--- config.mk ---
export PLATFORM = sky130hd
export DESIGN_NAME = brg_ctrl
export DESIGN_NICKNAME = d
export VERILOG_FILES = /design/src/hdl/brg_pkg.sv /design/src/hdl/brg_ctrl.sv
export SDC_FILE = /design/constraint.sdc
export NUM_CORES = 1
export LEC_CHECK = 0
export BUFFER_PORTS_ARGS = -buffer_cell sky130_fd_sc_hd__buf_4
export CORE_AREA = 2 2 39 41
export CTS_CLUSTER_DIAMETER = 100
export DETAILED_ROUTE_END_ITERATION = 10
export DIE_AREA = 0 0 41 43
export GPL_ROUTABILITY_DRIVEN = 0
export GPL_TIMING_DRIVEN = 1
export PLACE_DENSITY_LB_ADDON = 0.15
export SKIP_CTS_REPAIR_TIMING = 1
export SLEW_MARGIN = 20
export SYNTH_ARGS = -nofsm -noshare
export SYNTH_HDL_FRONTEND = slang
export SYNTH_SLANG_ARGS = --single-unit
--- constraint.sdc ---
create_clock -name clk_i -period 1.6 [get_ports clk_i]
set_input_delay 0.24 -clock clk_i [delete_from_list [all_inputs] [get_ports clk_i]]
set_output_delay 0.24 -clock clk_i [all_outputs]
set_load 0.005 [all_outputs]
--- src/hdl/brg_pkg.sv ---
// ----------------------------------------------------------------------------
// brg_pkg
// types and constants shared by the version rollback guard modules
// ----------------------------------------------------------------------------
`timescale 1ns / 1ps

package brg_pkg;

  typedef enum logic [2:0] {
    FN_CHECK_UPDATE = 3'd0,
    FN_INCREMENT    = 3'd1,
    FN_GET_VERSION  = 3'd2,
    FN_MARK_DELETED = 3'd3,
    FN_SHOULD_EXIST = 3'd4
  } brg_func_e;

  typedef enum logic [2:0] {
    ST_OK       = 3'd0,
    ST_REJECT   = 3'd1,
    ST_NOTFOUND = 3'd2,
    ST_FULL     = 3'd3,
    ST_OVERFLOW = 3'd4,
    ST_INVALID  = 3'd5
  } brg_status_e;

  typedef enum logic [1:0] {
    S_IDLE,
    S_SCAN,
    S_WAIT,
    S_DECIDE
  } brg_state_e;

  localparam logic CFG_OWN_CLIENT = 1'b0;
  localparam logic CFG_DEL_MARKER = 1'b1;

  localparam logic [63:0] VER_LIMIT = 64'hFFFF_FFFF_FFFF_FFFE;

  typedef struct packed {
    logic [31:0] client;
    logic [63:0] key_high;
    logic [63:0] key_low;
    logic [63:0] value;
  } brg_ver_ent_t;

  typedef struct packed {
    logic [63:0] key_high;
    logic [63:0] key_low;
    logic [31:0] client;
  } brg_wr_ent_t;

  typedef struct packed {
    logic start;
    logic scan;
    logic decide;
  } brg_cmd_t;

  typedef struct packed {
    logic scan_done;
    logic out_free;
  } brg_sts_t;

endpackage

--- src/hdl/brg_ctrl.sv ---
// ----------------------------------------------------------------------------
// brg_ctrl
// sequencer: accept a request, scan both tables, commit and hand off result
// ----------------------------------------------------------------------------
`timescale 1ns / 1ps

module brg_ctrl (
  input  logic              clk_i,
  input  logic              rst_ni,
  input  logic              in_valid_i,
  output logic              in_stall_o,
  input  brg_pkg::brg_sts_t sts_i,
  output brg_pkg::brg_cmd_t cmd_o
);

  brg_pkg::brg_state_e state_q, state_d;

  always_ff @(posedge clk_i or negedge rst_ni) begin
    if (!rst_ni) begin
      state_q <= brg_pkg::S_IDLE;
    end else begin
      state_q <= state_d;
    end
  end

  always_comb begin
    state_d = state_q;
    unique case (state_q)
      brg_pkg::S_IDLE: begin
        if (in_valid_i) state_d = brg_pkg::S_SCAN;
      end
      brg_pkg::S_SCAN: begin
        if (sts_i.scan_done) state_d = brg_pkg::S_WAIT;
      end
      brg_pkg::S_WAIT: begin
        state_d = brg_pkg::S_DECIDE;
      end
      brg_pkg::S_DECIDE: begin
        if (sts_i.out_free) state_d = brg_pkg::S_IDLE;
      end
      default: state_d = brg_pkg::S_IDLE;
    endcase
  end

  always_comb begin
    cmd_o      = '0;
    in_stall_o = 1'b1;
    unique case (state_q)
      brg_pkg::S_IDLE: begin
        in_stall_o   = 1'b0;
        cmd_o.start  = in_valid_i;
      end
      brg_pkg::S_SCAN: begin
        cmd_o.scan = !sts_i.scan_done;
      end
      brg_pkg::S_WAIT: begin
      end
      brg_pkg::S_DECIDE: begin
        cmd_o.decide = sts_i.out_free;
      end
      default: begin
      end
    endcase
  end

endmodule

# Word level (Yosys, flattened, before mapping)
# Index checks and enable logic that the tools add are counted.
# totals
register_bits	2
input_bits	5
output_inout_bits	4
wordCells	18
# classes
eq_ne	6
mux	8
reduce_logical	3
# ops
operator	count
$pmux 2 s4	1
$mux 2	3
$ne 2x2->1 const B	3
$eq 2x2->1 const B	2
$mux 1	4
$reduce_and 3->1	1
$eq 2x1->1 const B	1
$logic_not 2->1	1
$logic_not 1->1	1

# Logic depth before layout (Yosys ltp)
# Gate-level depths: netlist of the first run.
# depth
depth_word	3
depth_mapped	5
mapped_depth_nobuf	5

# Worst setup path before layout of the first run
# OpenSTA, ideal clock, no wires.
# synth_path
path_type	reg-to-reg
start	register state_q[0]
end	register state_q[1]
setup_time_ns	0.125
arrival_ns	1.266
required_time_ns	1.475
slack_ns	0.209
stages_incl_launch_ff	5
n_path_buf	0
synth_period_minus_slack_ns	1.391
path_cell_list	dfrtp_1 > inv_1 > ha_1 > a221oi_4 > mux2_4
# synth_between
elab_chain_len	3
elab_cells_between_ends	9
classes_between	eq/ne (6); mux (1); reduce/logical (2)
# synth_rtl
element	line_no	text
start: declaration	brg_ctrl.sv:16	brg_pkg::brg_state_e state_q, state_d;
start signal: assignment	brg_ctrl.sv:20	state_q <= brg_pkg::S_IDLE;
start signal: assignment	brg_ctrl.sv:22	state_q <= state_d;
$eq 2x1->1 (tied with other cells)	brg_ctrl.sv:28	unique case (state_q)
$ne 2x2->1 (no source line)	--	
$reduce_and 3->1 (no source line)	--	
# Several ways; a longest one is shown, not always the timed one.
# A chain may end at the register's enable or synchronous reset.

==> flow_summary.html, run 1 <==
<table>
<tr><th>Metric</th><th>Value</th></tr>
<tr><th colspan="2">Power</th></tr>
<tr><td>Switching share of power</td><td>0.348</td></tr>
<tr><td>Power dissipated by switching net loads</td><td>0.000192 W</td></tr>
<tr><td>Leakage dissipation</td><td>0.174 nW</td></tr>
<tr><td>P_int</td><td>0.000360 W</td></tr>
<tr><td>Power density over the cells</td><td>1690 nW/µm²</td></tr>
<tr><td>Largest vdd supply drop</td><td>0.355 mV</td></tr>
<tr><td>Comb pwr share</td><td>0.597</td></tr>
<tr><td>Share of total power in the clock network</td><td>0.207</td></tr>
<tr><td>Sequential power share</td><td>0.196</td></tr>
<tr><th colspan="2">Finish</th></tr>
<tr><td>Registers with the most flip-flops</td><td>state_q (2)</td></tr>
<tr><td>Most flop-heavy register</td><td>state_q</td></tr>
<tr><td>Final cell utilization of the core</td><td>0.236</td></tr>
<tr><td>Most frequent cells in the layout</td><td>8 x sky130_fd_sc_hd__buf_4, 4 x sky130_fd_sc_hd__inv_1, 4 x sky130_fd_sc_hd__ha_1, 3 x sky130_fd_sc_hd__clkbuf_4</td></tr>
<tr><td>Number of antenna diodes</td><td>0</td></tr>
<tr><td>Share of layout cells above drive strength 1</td><td>0.548</td></tr>
<tr><td># nets final</td><td>43</td></tr>
<tr><td>Most common cell after layout, fill and taps aside</td><td>sky130_fd_sc_hd__buf_4</td></tr>
<tr><td>Largest register FFs</td><td>2</td></tr>
<tr><td>Area growth from synthesis to layout</td><td>54.4%</td></tr>
<tr><th colspan="2">Detailed routing</th></tr>
<tr><td>DR vias/cell</td><td>3.49</td></tr>
<tr><td>Average detailed-routed wire length per instance</td><td>7.43 µm</td></tr>
<tr><td>DRC Markers</td><td>0</td></tr>
<tr><td>Routed Antenna Nets</td><td>0</td></tr>
<tr><td>Overall routed net length</td><td>349 µm</td></tr>
<tr><td>Via count</td><td>164</td></tr>
<tr><td>Initial drt markers</td><td>1</td></tr>
<tr><td>Router iterations before antenna repair</td><td>2</td></tr>
<tr><th colspan="2">Global route</th></tr>
<tr><td>Global route overflow</td><td>0</td></tr>
<tr><td>Vias in the first global route</td><td>169</td></tr>
<tr><td>Largest net degree at the start of global routing</td><td>5</td></tr>
<tr><td>Wire length of the first global-routing pass</td><td>648 µm</td></tr>
<tr><td>Overall global routing resource usage</td><td>0.0622</td></tr>
<tr><td>Antenna violations before repair</td><td>0</td></tr>
<tr><th colspan="2">Synth</th></tr>
<tr><td>Total of warnings raised by yosys</td><td>0</td></tr>
<tr><td>Mapped Nets</td><td>29</td></tr>
<tr><td>Post-synthesis instance total</td><td>19</td></tr>
<tr><td>Register bit total from synthesis</td><td>2</td></tr>
<tr><td>Cell area after synthesis</td><td>211 µm²</td></tr>
<tr><td>Seq/Total Area, Yosys</td><td>0.237</td></tr>
<tr><td>Synth cell types</td><td>10</td></tr>
<tr><td>Avg Cell Area, Syn</td><td>11.1 µm²</td></tr>
<tr><th colspan="2">Job</th></tr>
<tr><td>MaxCap Viol Count</td><td>0</td></tr>
<tr><th colspan="2">Worst hold path</th></tr>
<tr><td>HP Class</td><td>in2async</td></tr>
<tr><th colspan="2">Timing</th></tr>
<tr><td>Slew at the pin closest to its max-slew limit</td><td>0.250 ns</td></tr>
<tr><td>RSZ-0062 raised after global routing</td><td>no</td></tr>
<tr><td>WHS</td><td>0.333 ns</td></tr>
<tr><td>Final count of hold timing violations</td><td>0</td></tr>
<tr><td>Final Max Tran Viols</td><td>0</td></tr>
<tr><td>Total of endpoints with negative setup slack in the final report</td><td>0</td></tr>
<tr><td>Highest clock frequency the design can meet</td><td>0.675 GHz</td></tr>
<tr><td>Tightest slew margin relative to the limit</td><td>0.833</td></tr>
<tr><td>Clk_skew</td><td>0.00299 ns</td></tr>
<tr><td>Final period util</td><td>0.926</td></tr>
<tr><td>Setup total negative slack</td><td>0 ns</td></tr>
<tr><td>Clock period minus worst slack</td><td>1.48 ns</td></tr>
<tr><th colspan="2">CTS</th></tr>
<tr><td># H-tree levels</td><td>1</td></tr>
<tr><td>Maximum clock insertion buffer count</td><td>2</td></tr>
<tr><td>Clock sink count</td><td>2</td></tr>
<tr><td>Later-pin clock latency in the skew report</td><td>0.23 ns</td></tr>
<tr><td>Clock tree from TritonCTS</td><td>yes</td></tr>
<tr><td>TritonCTS Buffers</td><td>3</td></tr>
<tr><td>Library cell used as clock root buffer</td><td>sky130_fd_sc_hd__clkbuf_4</td></tr>
<tr><td>Register clock-pin slew on the reported worst setup and hold paths</td><td>0.03 ns</td></tr>
<tr><th colspan="2">Worst setup path</th></tr>
<tr><td>Crit Reg-Reg Endpoint</td><td>state_q[1]</td></tr>
<tr><td>Data arrival time at the worst-slack endpoint</td><td>1.24 ns</td></tr>
<tr><td>Maximum fanout encountered on the critical timing path</td><td>4</td></tr>
<tr><td>Crit path required time</td><td>1.36 ns</td></tr>
<tr><td>Element type at the critical path start</td><td>register</td></tr>
<tr><td>Crit Path Class</td><td>reg2out</td></tr>
<tr><td>Launch point of the worst path</td><td>state_q[0]</td></tr>
<tr><td>Worst setup path end</td><td>cmd_o[2]</td></tr>
<tr><td>Crit path capture type</td><td>primary output</td></tr>
<tr><td>Critical R2R Launch</td><td>state_q[1]</td></tr>
<tr><td>R2r worst-path depth</td><td>5</td></tr>
<tr><td>Setup slack of the worst register-to-register path</td><td>0.14 ns</td></tr>
<tr><th colspan="2">Floorplanning</th></tr>
<tr><td>Starting density of the core</td><td>0.153</td></tr>
<tr><td>Core Box Area</td><td>1380 µm²</td></tr>
<tr><td>Row count</td><td>14</td></tr>
<tr><td>Die Span Y</td><td>43 µm</td></tr>
<tr><td>Count of pins on the block boundary</td><td>9</td></tr>
<tr><td>Die X-Extent</td><td>41 µm</td></tr>
<tr><td>Die Outline Area</td><td>1760 µm²</td></tr>
<tr><th colspan="2">Placement</th></tr>
<tr><td>Count of port buffers added during placement</td><td>8</td></tr>
<tr><td>DPL Wire Length</td><td>302 µm</td></tr>
<tr><th colspan="2">Status</th></tr>
<tr><td>Status</td><td>complete, no violations</td></tr>
</table>
[worst min-delay path by stage]
stage / startpoint / end / slack, ns
floorplan: rst_ni / state_q[0] / -0.06
global placement: rst_ni / state_q[0] / 0.02
detailed placement: rst_ni / state_q[0] / 0.02
CTS: rst_ni / state_q[1] / -0.22
global route: rst_ni / state_q[1] / 0.34
finish: rst_ni / state_q[1] / 0.33
[synth_stat cells]
master	instances	area, µm²
sky130_fd_sc_hd__a221oi_4	1	26.3
sky130_fd_sc_hd__and2_2	1	7.51
sky130_fd_sc_hd__dfrtp_1	2	50.1
sky130_fd_sc_hd__ha_1	5	62.6
sky130_fd_sc_hd__inv_1	4	15.0
sky130_fd_sc_hd__inv_2	1	3.75
sky130_fd_sc_hd__mux2_4	1	15.0
sky130_fd_sc_hd__mux2i_1	1	10.0
sky130_fd_sc_hd__nor2_1	2	7.51
sky130_fd_sc_hd__nor2b_4	1	13.8
[metal layers]
| layer | track usage | share of wire |
|---|---|---|
| met1 | 0.0579 | 0.34 |
| met2 | 0.0813 | 0.56 |
| met3 | 0.0314 | 0.049 |
| met4 | 0.0800 | 0.046 |
| met5 | 0 | 0 |
[cells by family after synthesis]
| kind of cell | Yosys count | synth area share |
|---|---|---|
| buffers and inverters | 5 | 0.0887 |
| adders and majority gates | 5 | 0.296 |
| and+or+nand+nor | 4 | 0.136 |
| muxes | 2 | 0.118 |
| DFF | 2 | 0.237 |
| AOI/OAI and AO/OA | 1 | 0.124 |
[cell type report]
type	count	area, µm²
clock buffer	3	22.5
inverter	5	18.8
multi-input combinational	12	145
sequential	2	50.0
timing repair buffer	9	70.1
tap	16	20.0
fill	160	1060
[critical path, cell delays in order, from the launching register on]
cell	delay [ns]
sky130_fd_sc_hd__dfrtp_1	0.40
sky130_fd_sc_hd__inv_1	0.13
sky130_fd_sc_hd__ha_2	0.22
sky130_fd_sc_hd__inv_1	0.06
sky130_fd_sc_hd__nor2_1	0.10
sky130_fd_sc_hd__buf_4	0.11
[power groups by stage]
| stage | combinational, W | clock [W] | sequential, W |
|---|---|---|---|
| floorplan | 0.000246 | 0 | 0.000100 |
| global placement | 0.000338 | 0 | 0.000112 |
| detailed placement | 0.000332 | 0 | 0.000110 |
| CTS | 0.000333 | 0.000122 | 0.000109 |
| global route | 0.000380 | 0.000122 | 0.000114 |
| finish | 0.000330 | 0.000115 | 0.000108 |
[stage by stage]
stage          worst slack, ns  cell area [µm²]  total power [W]  cells
3_5_place_dp             0.117              292         0.000442     43
4_1_cts                 0.0704              314         0.000564     46
6_report                 0.119              327         0.000552     47
2_1_floorplan            0.209              211         0.000346     19
3_3_place_gp             0.112              292         0.000449     43
5_1_grt                 0.0166              327         0.000617     47
Note: power is estimated with default switching activity, not from simulation.
==> inputs of run 2 (changes only) <==
- PLACE_DENSITY_LB_ADDON: 0.15 -> 0.3
==> flow_summary.html, run 2 (synthesized netlist as in run 1, its figures left out) <==
<table>
<tr><th>Metric</th><th>Value</th></tr>
<tr><th colspan="2">Finish</th></tr>
<tr><td>Most flop-heavy register</td><td>state_q</td></tr>
<tr><td>Registers with the most flip-flops</td><td>state_q (2)</td></tr>
<tr><td>Largest register FFs</td><td>2</td></tr>
<tr><td># nets final</td><td>43</td></tr>
<tr><td>Area growth from synthesis to layout</td><td>53.3%</td></tr>
<tr><td>Most common cell after layout, fill and taps aside</td><td>sky130_fd_sc_hd__buf_4</td></tr>
<tr><td>Non-filler instance count after layout</td><td>47</td></tr>
<tr><td>Filler cell count</td><td>149</td></tr>
<tr><td>Number of antenna diodes</td><td>0</td></tr>
<tr><td>Most frequent cells in the layout</td><td>8 x sky130_fd_sc_hd__buf_4, 5 x sky130_fd_sc_hd__ha_1, 4 x sky130_fd_sc_hd__inv_1, 3 x sky130_fd_sc_hd__clkbuf_4</td></tr>
<tr><td>Share of layout cells above drive strength 1</td><td>0.516</td></tr>
<tr><th colspan="2">Floorplanning</th></tr>
<tr><td>Starting density of the core</td><td>0.153</td></tr>
<tr><td>Die Outline Area</td><td>1760 µm²</td></tr>
<tr><td>Die X-Extent</td><td>41 µm</td></tr>
<tr><td>Count of pins on the block boundary</td><td>9</td></tr>
<tr><td>Row count</td><td>14</td></tr>
<tr><td>Die Span Y</td><td>43 µm</td></tr>
<tr><td>Core Box Area</td><td>1380 µm²</td></tr>
<tr><th colspan="2">Worst setup path</th></tr>
<tr><td>Data arrival time at the worst-slack endpoint</td><td>1.25 ns</td></tr>
<tr><td>Critical path's top delay family</td><td>flip-flops</td></tr>
<tr><td>Buf+Inv Stages, Crit Path</td><td>3</td></tr>
<tr><td>Cell mode on critical path</td><td>sky130_fd_sc_hd__inv_1</td></tr>
<tr><td>Crit path required time</td><td>1.36 ns</td></tr>
<tr><td>Critical path's slowest cell</td><td>sky130_fd_sc_hd__dfrtp_1</td></tr>
<tr><td>Peak per-stage delay on the critical path</td><td>0.38 ns</td></tr>
<tr><td>Crit path capture type</td><td>primary output</td></tr>
<tr><td>Maximum fanout encountered on the critical timing path</td><td>4</td></tr>
<tr><td>Critical R2R Launch</td><td>state_q[1]</td></tr>
<tr><td>Element type at the critical path start</td><td>register</td></tr>
<tr><td>Launch point of the worst path</td><td>state_q[0]</td></tr>
<tr><td>Cells traversed along the worst timing path</td><td>inv_1 -&gt; ha_1 -&gt; inv_1 -&gt; nor2_1 -&gt; buf_4</td></tr>
<tr><td>Crit Path Class</td><td>reg2out</td></tr>
<tr><th colspan="2">Power</th></tr>
<tr><td>Largest vdd supply drop</td><td>0.329 mV</td></tr>
<tr><td>Power density over the cells</td><td>1710 nW/µm²</td></tr>
<tr><td>Leakage dissipation</td><td>0.176 nW</td></tr>
<tr><th colspan="2">CTS</th></tr>
<tr><td>Maximum clock insertion buffer count</td><td>2</td></tr>
<tr><td>Register clock-pin slew on the reported worst setup and hold paths</td><td>0.03 ns</td></tr>
<tr><td># H-tree levels</td><td>1</td></tr>
<tr><td>Clock tree from TritonCTS</td><td>yes</td></tr>
<tr><td>TritonCTS Buffers</td><td>3</td></tr>
<tr><td>Library cell used as clock root buffer</td><td>sky130_fd_sc_hd__clkbuf_4</td></tr>
<tr><td>Later-pin clock latency in the skew report</td><td>0.22 ns</td></tr>
<tr><td>Clock sink count</td><td>2</td></tr>
<tr><th colspan="2">Timing</th></tr>
<tr><td>Final period util</td><td>0.929</td></tr>
<tr><td>Highest clock frequency the design can meet</td><td>0.673 GHz</td></tr>
<tr><td>Setup total negative slack</td><td>0 ns</td></tr>
<tr><td>RSZ-0062 raised after global routing</td><td>no</td></tr>
<tr><td>Worst Setup Slack, final</td><td>0.113 ns</td></tr>
<tr><td>Clk_skew</td><td>0.00504 ns</td></tr>
<tr><td>Final count of hold timing violations</td><td>0</td></tr>
<tr><td>Tightest slew margin relative to the limit</td><td>0.825</td></tr>
<tr><td>WHS</td><td>0.341 ns</td></tr>
<tr><td>Clock period minus worst slack</td><td>1.49 ns</td></tr>
<tr><td>Slew at the pin closest to its max-slew limit</td><td>0.263 ns</td></tr>
<tr><td>Total of endpoints with negative setup slack in the final report</td><td>0</td></tr>
<tr><td>Final Max Tran Viols</td><td>0</td></tr>
<tr><th colspan="2">Detailed routing</th></tr>
<tr><td>Routed Antenna Nets</td><td>0</td></tr>
<tr><td>DRC Markers</td><td>0</td></tr>
<tr><td>Overall routed net length</td><td>397 µm</td></tr>
<tr><td>Average detailed-routed wire length per instance</td><td>8.45 µm</td></tr>
<tr><td>Initial drt markers</td><td>0</td></tr>
<tr><td>DR vias/cell</td><td>3.51</td></tr>
<tr><td>Router iterations before antenna repair</td><td>1</td></tr>
<tr><td>Via count</td><td>165</td></tr>
<tr><th colspan="2">Global route</th></tr>
<tr><td>Largest net degree at the start of global routing</td><td>5</td></tr>
<tr><td>Vias in the first global route</td><td>160</td></tr>
<tr><td>Overall global routing resource usage</td><td>0.0462</td></tr>
<tr><td>Antenna violations before repair</td><td>0</td></tr>
<tr><td>Global route overflow</td><td>0</td></tr>
<tr><td>Wire length of the first global-routing pass</td><td>552 µm</td></tr>
<tr><th colspan="2">Placement</th></tr>
<tr><td>Count of port buffers added during placement</td><td>8</td></tr>
<tr><td>Placed instance count</td><td>43</td></tr>
<tr><td>DPL Wire Length</td><td>344 µm</td></tr>
<tr><td>Worst setup slack before clock tree synthesis</td><td>0.0955 ns</td></tr>
<tr><th colspan="2">Worst hold path</th></tr>
<tr><td>HP Class</td><td>in2async</td></tr>
<tr><th colspan="2">Job</th></tr>
<tr><td>MaxCap Viol Count</td><td>0</td></tr>
<tr><th colspan="2">Status</th></tr>
<tr><td>Status</td><td>complete, no violations</td></tr>
</table>
run 2: changes by cell type in the layout (fill, tap and decap cells not counted):
cell | previous run | this run
sky130_fd_sc_hd__ha_1 | 4 | 5
sky130_fd_sc_hd__ha_2 | 1 | 0
run 2: cell type report:
| cell class | instances | area, µm² | area share |
|---|---|---|---|
| Clock buffer | 3 | 22.5 | 0.0695 |
| Inverter | 5 | 18.8 | 0.0579 |
| Timing Repair Buffer | 9 | 70.1 | 0.216 |
| Tap cell | 16 | 20.0 | 0.0618 |
| Sequential cell | 2 | 50.0 | 0.154 |
| Multi-Input combinational cell | 12 | 143 | 0.440 |
run 2: worst paths after layout:
path / depth (start not counted) / endpoint / slack [ns]
max: 5 / cmd_o[2] / 0.11
min: 2 / state_q[1] / 0.34
max reg2reg: 5 / state_q[1] / 0.12
min reg2reg: 1 / state_q[1] / 0.57
max in group asynchronous: 2 / state_q[0] / 1.17
min in group clk_i: 4 / state_q[0] / 0.44
run 2: through the flow:
step                      cell area (µm²)  total power [W]   util
final                                 324         0.000553  0.234
after global placement                292         0.000436  0.211
after floorplan                       211         0.000346      -
after global routing                  324         0.000608  0.234
after CTS                             314         0.000569  0.227
after detailed placement              292         0.000455  0.211
run 2: layer usage:
| layer | part of all wire | GRT usage | up-vias | wire, µm |
|---|---|---|---|---|
| met4 | 0 | 0.0200 | 0 | 0 |
| met1 | 0.30 | 0.0354 | 75 | 119 |
| met3 | 0.11 | 0 | 0 | 42 |
| met2 | 0.59 | 0.100 | 7 | 236 |
| met5 | 0 | 0 | - | 0 |
| li1 | - | - | 83 | - |
run 2: report_power, final:
group          leakage (nW)  switching (W)  total (W)  internal, W
sequential           0.0235      0.0000232   0.000104    0.0000805
clock                0.0138      0.0000269   0.000110    0.0000827
combinational         0.139       0.000145   0.000340     0.000195
==> inputs of run 3 (changes only) <==
- PLACE_DENSITY_LB_ADDON: 0.3 -> 0.12
==> flow_summary.html, run 3 (synthesized netlist as in run 1, its figures left out) <==
<table>
<tr><th>Metric</th><th>Value</th></tr>
<tr><th colspan="2">Worst setup path</th></tr>
<tr><td>Maximum fanout encountered on the critical timing path</td><td>4</td></tr>
<tr><td>Setup slack of the worst register-to-register path</td><td>0.12 ns</td></tr>
<tr><td>Critical R2R Launch</td><td>state_q[1]</td></tr>
<tr><td>Crit path required time</td><td>1.70 ns</td></tr>
<tr><td>R2r worst-path depth</td><td>5</td></tr>
<tr><td>Crit path capture type</td><td>register</td></tr>
<tr><td>Crit Reg-Reg Endpoint</td><td>state_q[1]</td></tr>
<tr><td>Crit Path Class</td><td>reg2reg</td></tr>
<tr><td>Element type at the critical path start</td><td>register</td></tr>
<tr><td>Data arrival time at the worst-slack endpoint</td><td>1.58 ns</td></tr>
<tr><th colspan="2">Global route</th></tr>
<tr><td>Global route overflow</td><td>0</td></tr>
<tr><td>Largest net degree at the start of global routing</td><td>5</td></tr>
<tr><td>Vias in the first global route</td><td>158</td></tr>
<tr><td>Overall global routing resource usage</td><td>0.0571</td></tr>
<tr><td>Wire length of the first global-routing pass</td><td>703 µm</td></tr>
<tr><td>Antenna violations before repair</td><td>0</td></tr>
<tr><th colspan="2">Timing</th></tr>
<tr><td>Setup total negative slack</td><td>0 ns</td></tr>
<tr><td>Clock period minus worst slack</td><td>1.48 ns</td></tr>
<tr><td>Tightest slew margin relative to the limit</td><td>0.824</td></tr>
<tr><td>Clk_skew</td><td>0.00413 ns</td></tr>
<tr><td>Highest clock frequency the design can meet</td><td>0.677 GHz</td></tr>
<tr><td>Worst Setup Slack, final</td><td>0.124 ns</td></tr>
<tr><td>Total of endpoints with negative setup slack in the final report</td><td>0</td></tr>
<tr><td>RSZ-0062 raised after global routing</td><td>no</td></tr>
<tr><td>Final Max Tran Viols</td><td>0</td></tr>
<tr><td>Final count of hold timing violations</td><td>0</td></tr>
<tr><td>Slew at the pin closest to its max-slew limit</td><td>0.263 ns</td></tr>
<tr><td>Final period util</td><td>0.923</td></tr>
<tr><th colspan="2">Power</th></tr>
<tr><td>Switching share of power</td><td>0.352</td></tr>
<tr><td>Power dissipated by switching net loads</td><td>0.000198 W</td></tr>
<tr><td>Sequential power share</td><td>0.189</td></tr>
<tr><td>P_int</td><td>0.000364 W</td></tr>
<tr><td>Comb pwr share</td><td>0.617</td></tr>
<tr><td>Leakage dissipation</td><td>0.174 nW</td></tr>
<tr><td>Power density over the cells</td><td>1720 nW/µm²</td></tr>
<tr><td>Largest vdd supply drop</td><td>0.674 mV</td></tr>
<tr><td>Share of total power in the clock network</td><td>0.195</td></tr>
<tr><td>Post-layout power</td><td>0.000562 W</td></tr>
<tr><th colspan="2">Floorplanning</th></tr>
<tr><td>Die Span Y</td><td>43 µm</td></tr>
<tr><td>Core Box Area</td><td>1380 µm²</td></tr>
<tr><td>Die Outline Area</td><td>1760 µm²</td></tr>
<tr><td>Starting density of the core</td><td>0.153</td></tr>
<tr><td>Row count</td><td>14</td></tr>
<tr><td>Die X-Extent</td><td>41 µm</td></tr>
<tr><td>Count of pins on the block boundary</td><td>9</td></tr>
<tr><th colspan="2">CTS</th></tr>
<tr><td>Later-pin clock latency in the skew report</td><td>0.22 ns</td></tr>
<tr><td>Maximum clock insertion buffer count</td><td>2</td></tr>
<tr><td>Clock sink count</td><td>2</td></tr>
<tr><td>Clock tree from TritonCTS</td><td>yes</td></tr>
<tr><td>Library cell used as clock root buffer</td><td>sky130_fd_sc_hd__clkbuf_4</td></tr>
<tr><td>Register clock-pin slew on the reported worst setup and hold paths</td><td>0.03 ns</td></tr>
<tr><td>TritonCTS Buffers</td><td>3</td></tr>
<tr><td># H-tree levels</td><td>1</td></tr>
<tr><th colspan="2">Placement</th></tr>
<tr><td>Worst setup slack before clock tree synthesis</td><td>0.102 ns</td></tr>
<tr><td>Placed instance count</td><td>43</td></tr>
<tr><td>DPL Wire Length</td><td>359 µm</td></tr>
<tr><td>Count of port buffers added during placement</td><td>8</td></tr>
<tr><td>Cell Area, Placed</td><td>292 µm²</td></tr>
<tr><th colspan="2">Finish</th></tr>
<tr><td># nets final</td><td>43</td></tr>
<tr><td>Largest register FFs</td><td>2</td></tr>
<tr><td>Area growth from synthesis to layout</td><td>54.4%</td></tr>
<tr><td>Number of antenna diodes</td><td>0</td></tr>
<tr><td>Most frequent cells in the layout</td><td>8 x sky130_fd_sc_hd__buf_4, 4 x sky130_fd_sc_hd__inv_1, 4 x sky130_fd_sc_hd__ha_1, 3 x sky130_fd_sc_hd__clkbuf_4</td></tr>
<tr><td>Most common cell after layout, fill and taps aside</td><td>sky130_fd_sc_hd__buf_4</td></tr>
<tr><td>Share of layout cells above drive strength 1</td><td>0.548</td></tr>
<tr><td>Registers with the most flip-flops</td><td>state_q (2)</td></tr>
<tr><td>Non-filler instance count after layout</td><td>47</td></tr>
<tr><td>Final std cell area, no fill</td><td>327 µm²</td></tr>
<tr><td>Most flop-heavy register</td><td>state_q</td></tr>
<tr><th colspan="2">Detailed routing</th></tr>
<tr><td>DR vias/cell</td><td>3.53</td></tr>
<tr><td>DRC Markers</td><td>0</td></tr>
<tr><td>Overall routed net length</td><td>412 µm</td></tr>
<tr><td>Average detailed-routed wire length per instance</td><td>8.77 µm</td></tr>
<tr><td>Initial drt markers</td><td>1</td></tr>
<tr><td>Via count</td><td>166</td></tr>
<tr><td>Routed Antenna Nets</td><td>0</td></tr>
<tr><td>Router iterations before antenna repair</td><td>2</td></tr>
<tr><th colspan="2">Worst hold path</th></tr>
<tr><td>HP Class</td><td>in2async</td></tr>
<tr><th colspan="2">Job</th></tr>
<tr><td>MaxCap Viol Count</td><td>0</td></tr>
<tr><th colspan="2">Status</th></tr>
<tr><td>Status</td><td>complete, no violations</td></tr>
</table>
run 3: cell count changes in the layout (fill, tap and decap cells not counted):
cell,change
sky130_fd_sc_hd__ha_1,-1
sky130_fd_sc_hd__ha_2,+1
run 3: per-layer routing:
| metal | GRT usage | part of all wire | vias to the layer above |
|---|---|---|---|
| li1 | - | - | 83 |
| met1 | 0.0607 | 0.38 | 76 |
| met2 | 0.100 | 0.52 | 7 |
| met3 | 0.0157 | 0.097 | 0 |
| met4 | 0.0200 | 0 | 0 |
| met5 | 0 | 0 | - |
run 3: area by class of cell:
class / instances / area, µm²
fillers: 158 / 1060
multi-input cells: 12 / 145
clock buffers: 3 / 22.5
repair buffers: 9 / 70.1
flip-flops and latches: 2 / 50.0
well taps: 16 / 20.0
inverters: 5 / 18.8
run 3: power groups by stage:
stage	registers, W	logic, W	clock network, W
2_1_floorplan	0.000100	0.000246	0
3_3_place_gp	0.000106	0.000347	0
3_5_place_dp	0.000108	0.000346	0
4_1_cts	0.000107	0.000350	0.000116
5_1_grt	0.000112	0.000397	0.000118
6_report	0.000106	0.000347	0.000109
run 3: worst max-delay path by stage:
stage | from | endpoint | slack, ns | cells past startpoint
floorplan | state_q[0] | state_q[1] | 0.21 | 4
global placement | state_q[0] | state_q[1] | 0.10 | 4
detailed placement | state_q[0] | state_q[1] | 0.10 | 4
CTS | state_q[0] | cmd_o[2] | 0.07 | 5
global route | state_q[0] | cmd_o[2] | 0.02 | 5
finish | state_q[1] | state_q[1] | 0.12 | 5
run 3: through the flow:
stage,util,hold WS [ns]
2_1_floorplan,-,-0.0556
3_3_place_gp,0.211,0.0239
3_5_place_dp,0.211,0.0240
4_1_cts,0.227,-0.215
5_1_grt,0.236,0.369
6_report,0.236,0.336
run 3: worst max-delay path: stages, from the launching register on:
cell and delay [ns]:
sky130_fd_sc_hd__dfrtp_1 0.38, sky130_fd_sc_hd__inv_1 0.10, sky130_fd_sc_hd__ha_1 0.19, sky130_fd_sc_hd__nor2b_4 0.13, sky130_fd_sc_hd__a221oi_4 0.23, sky130_fd_sc_hd__mux2_4 0.33
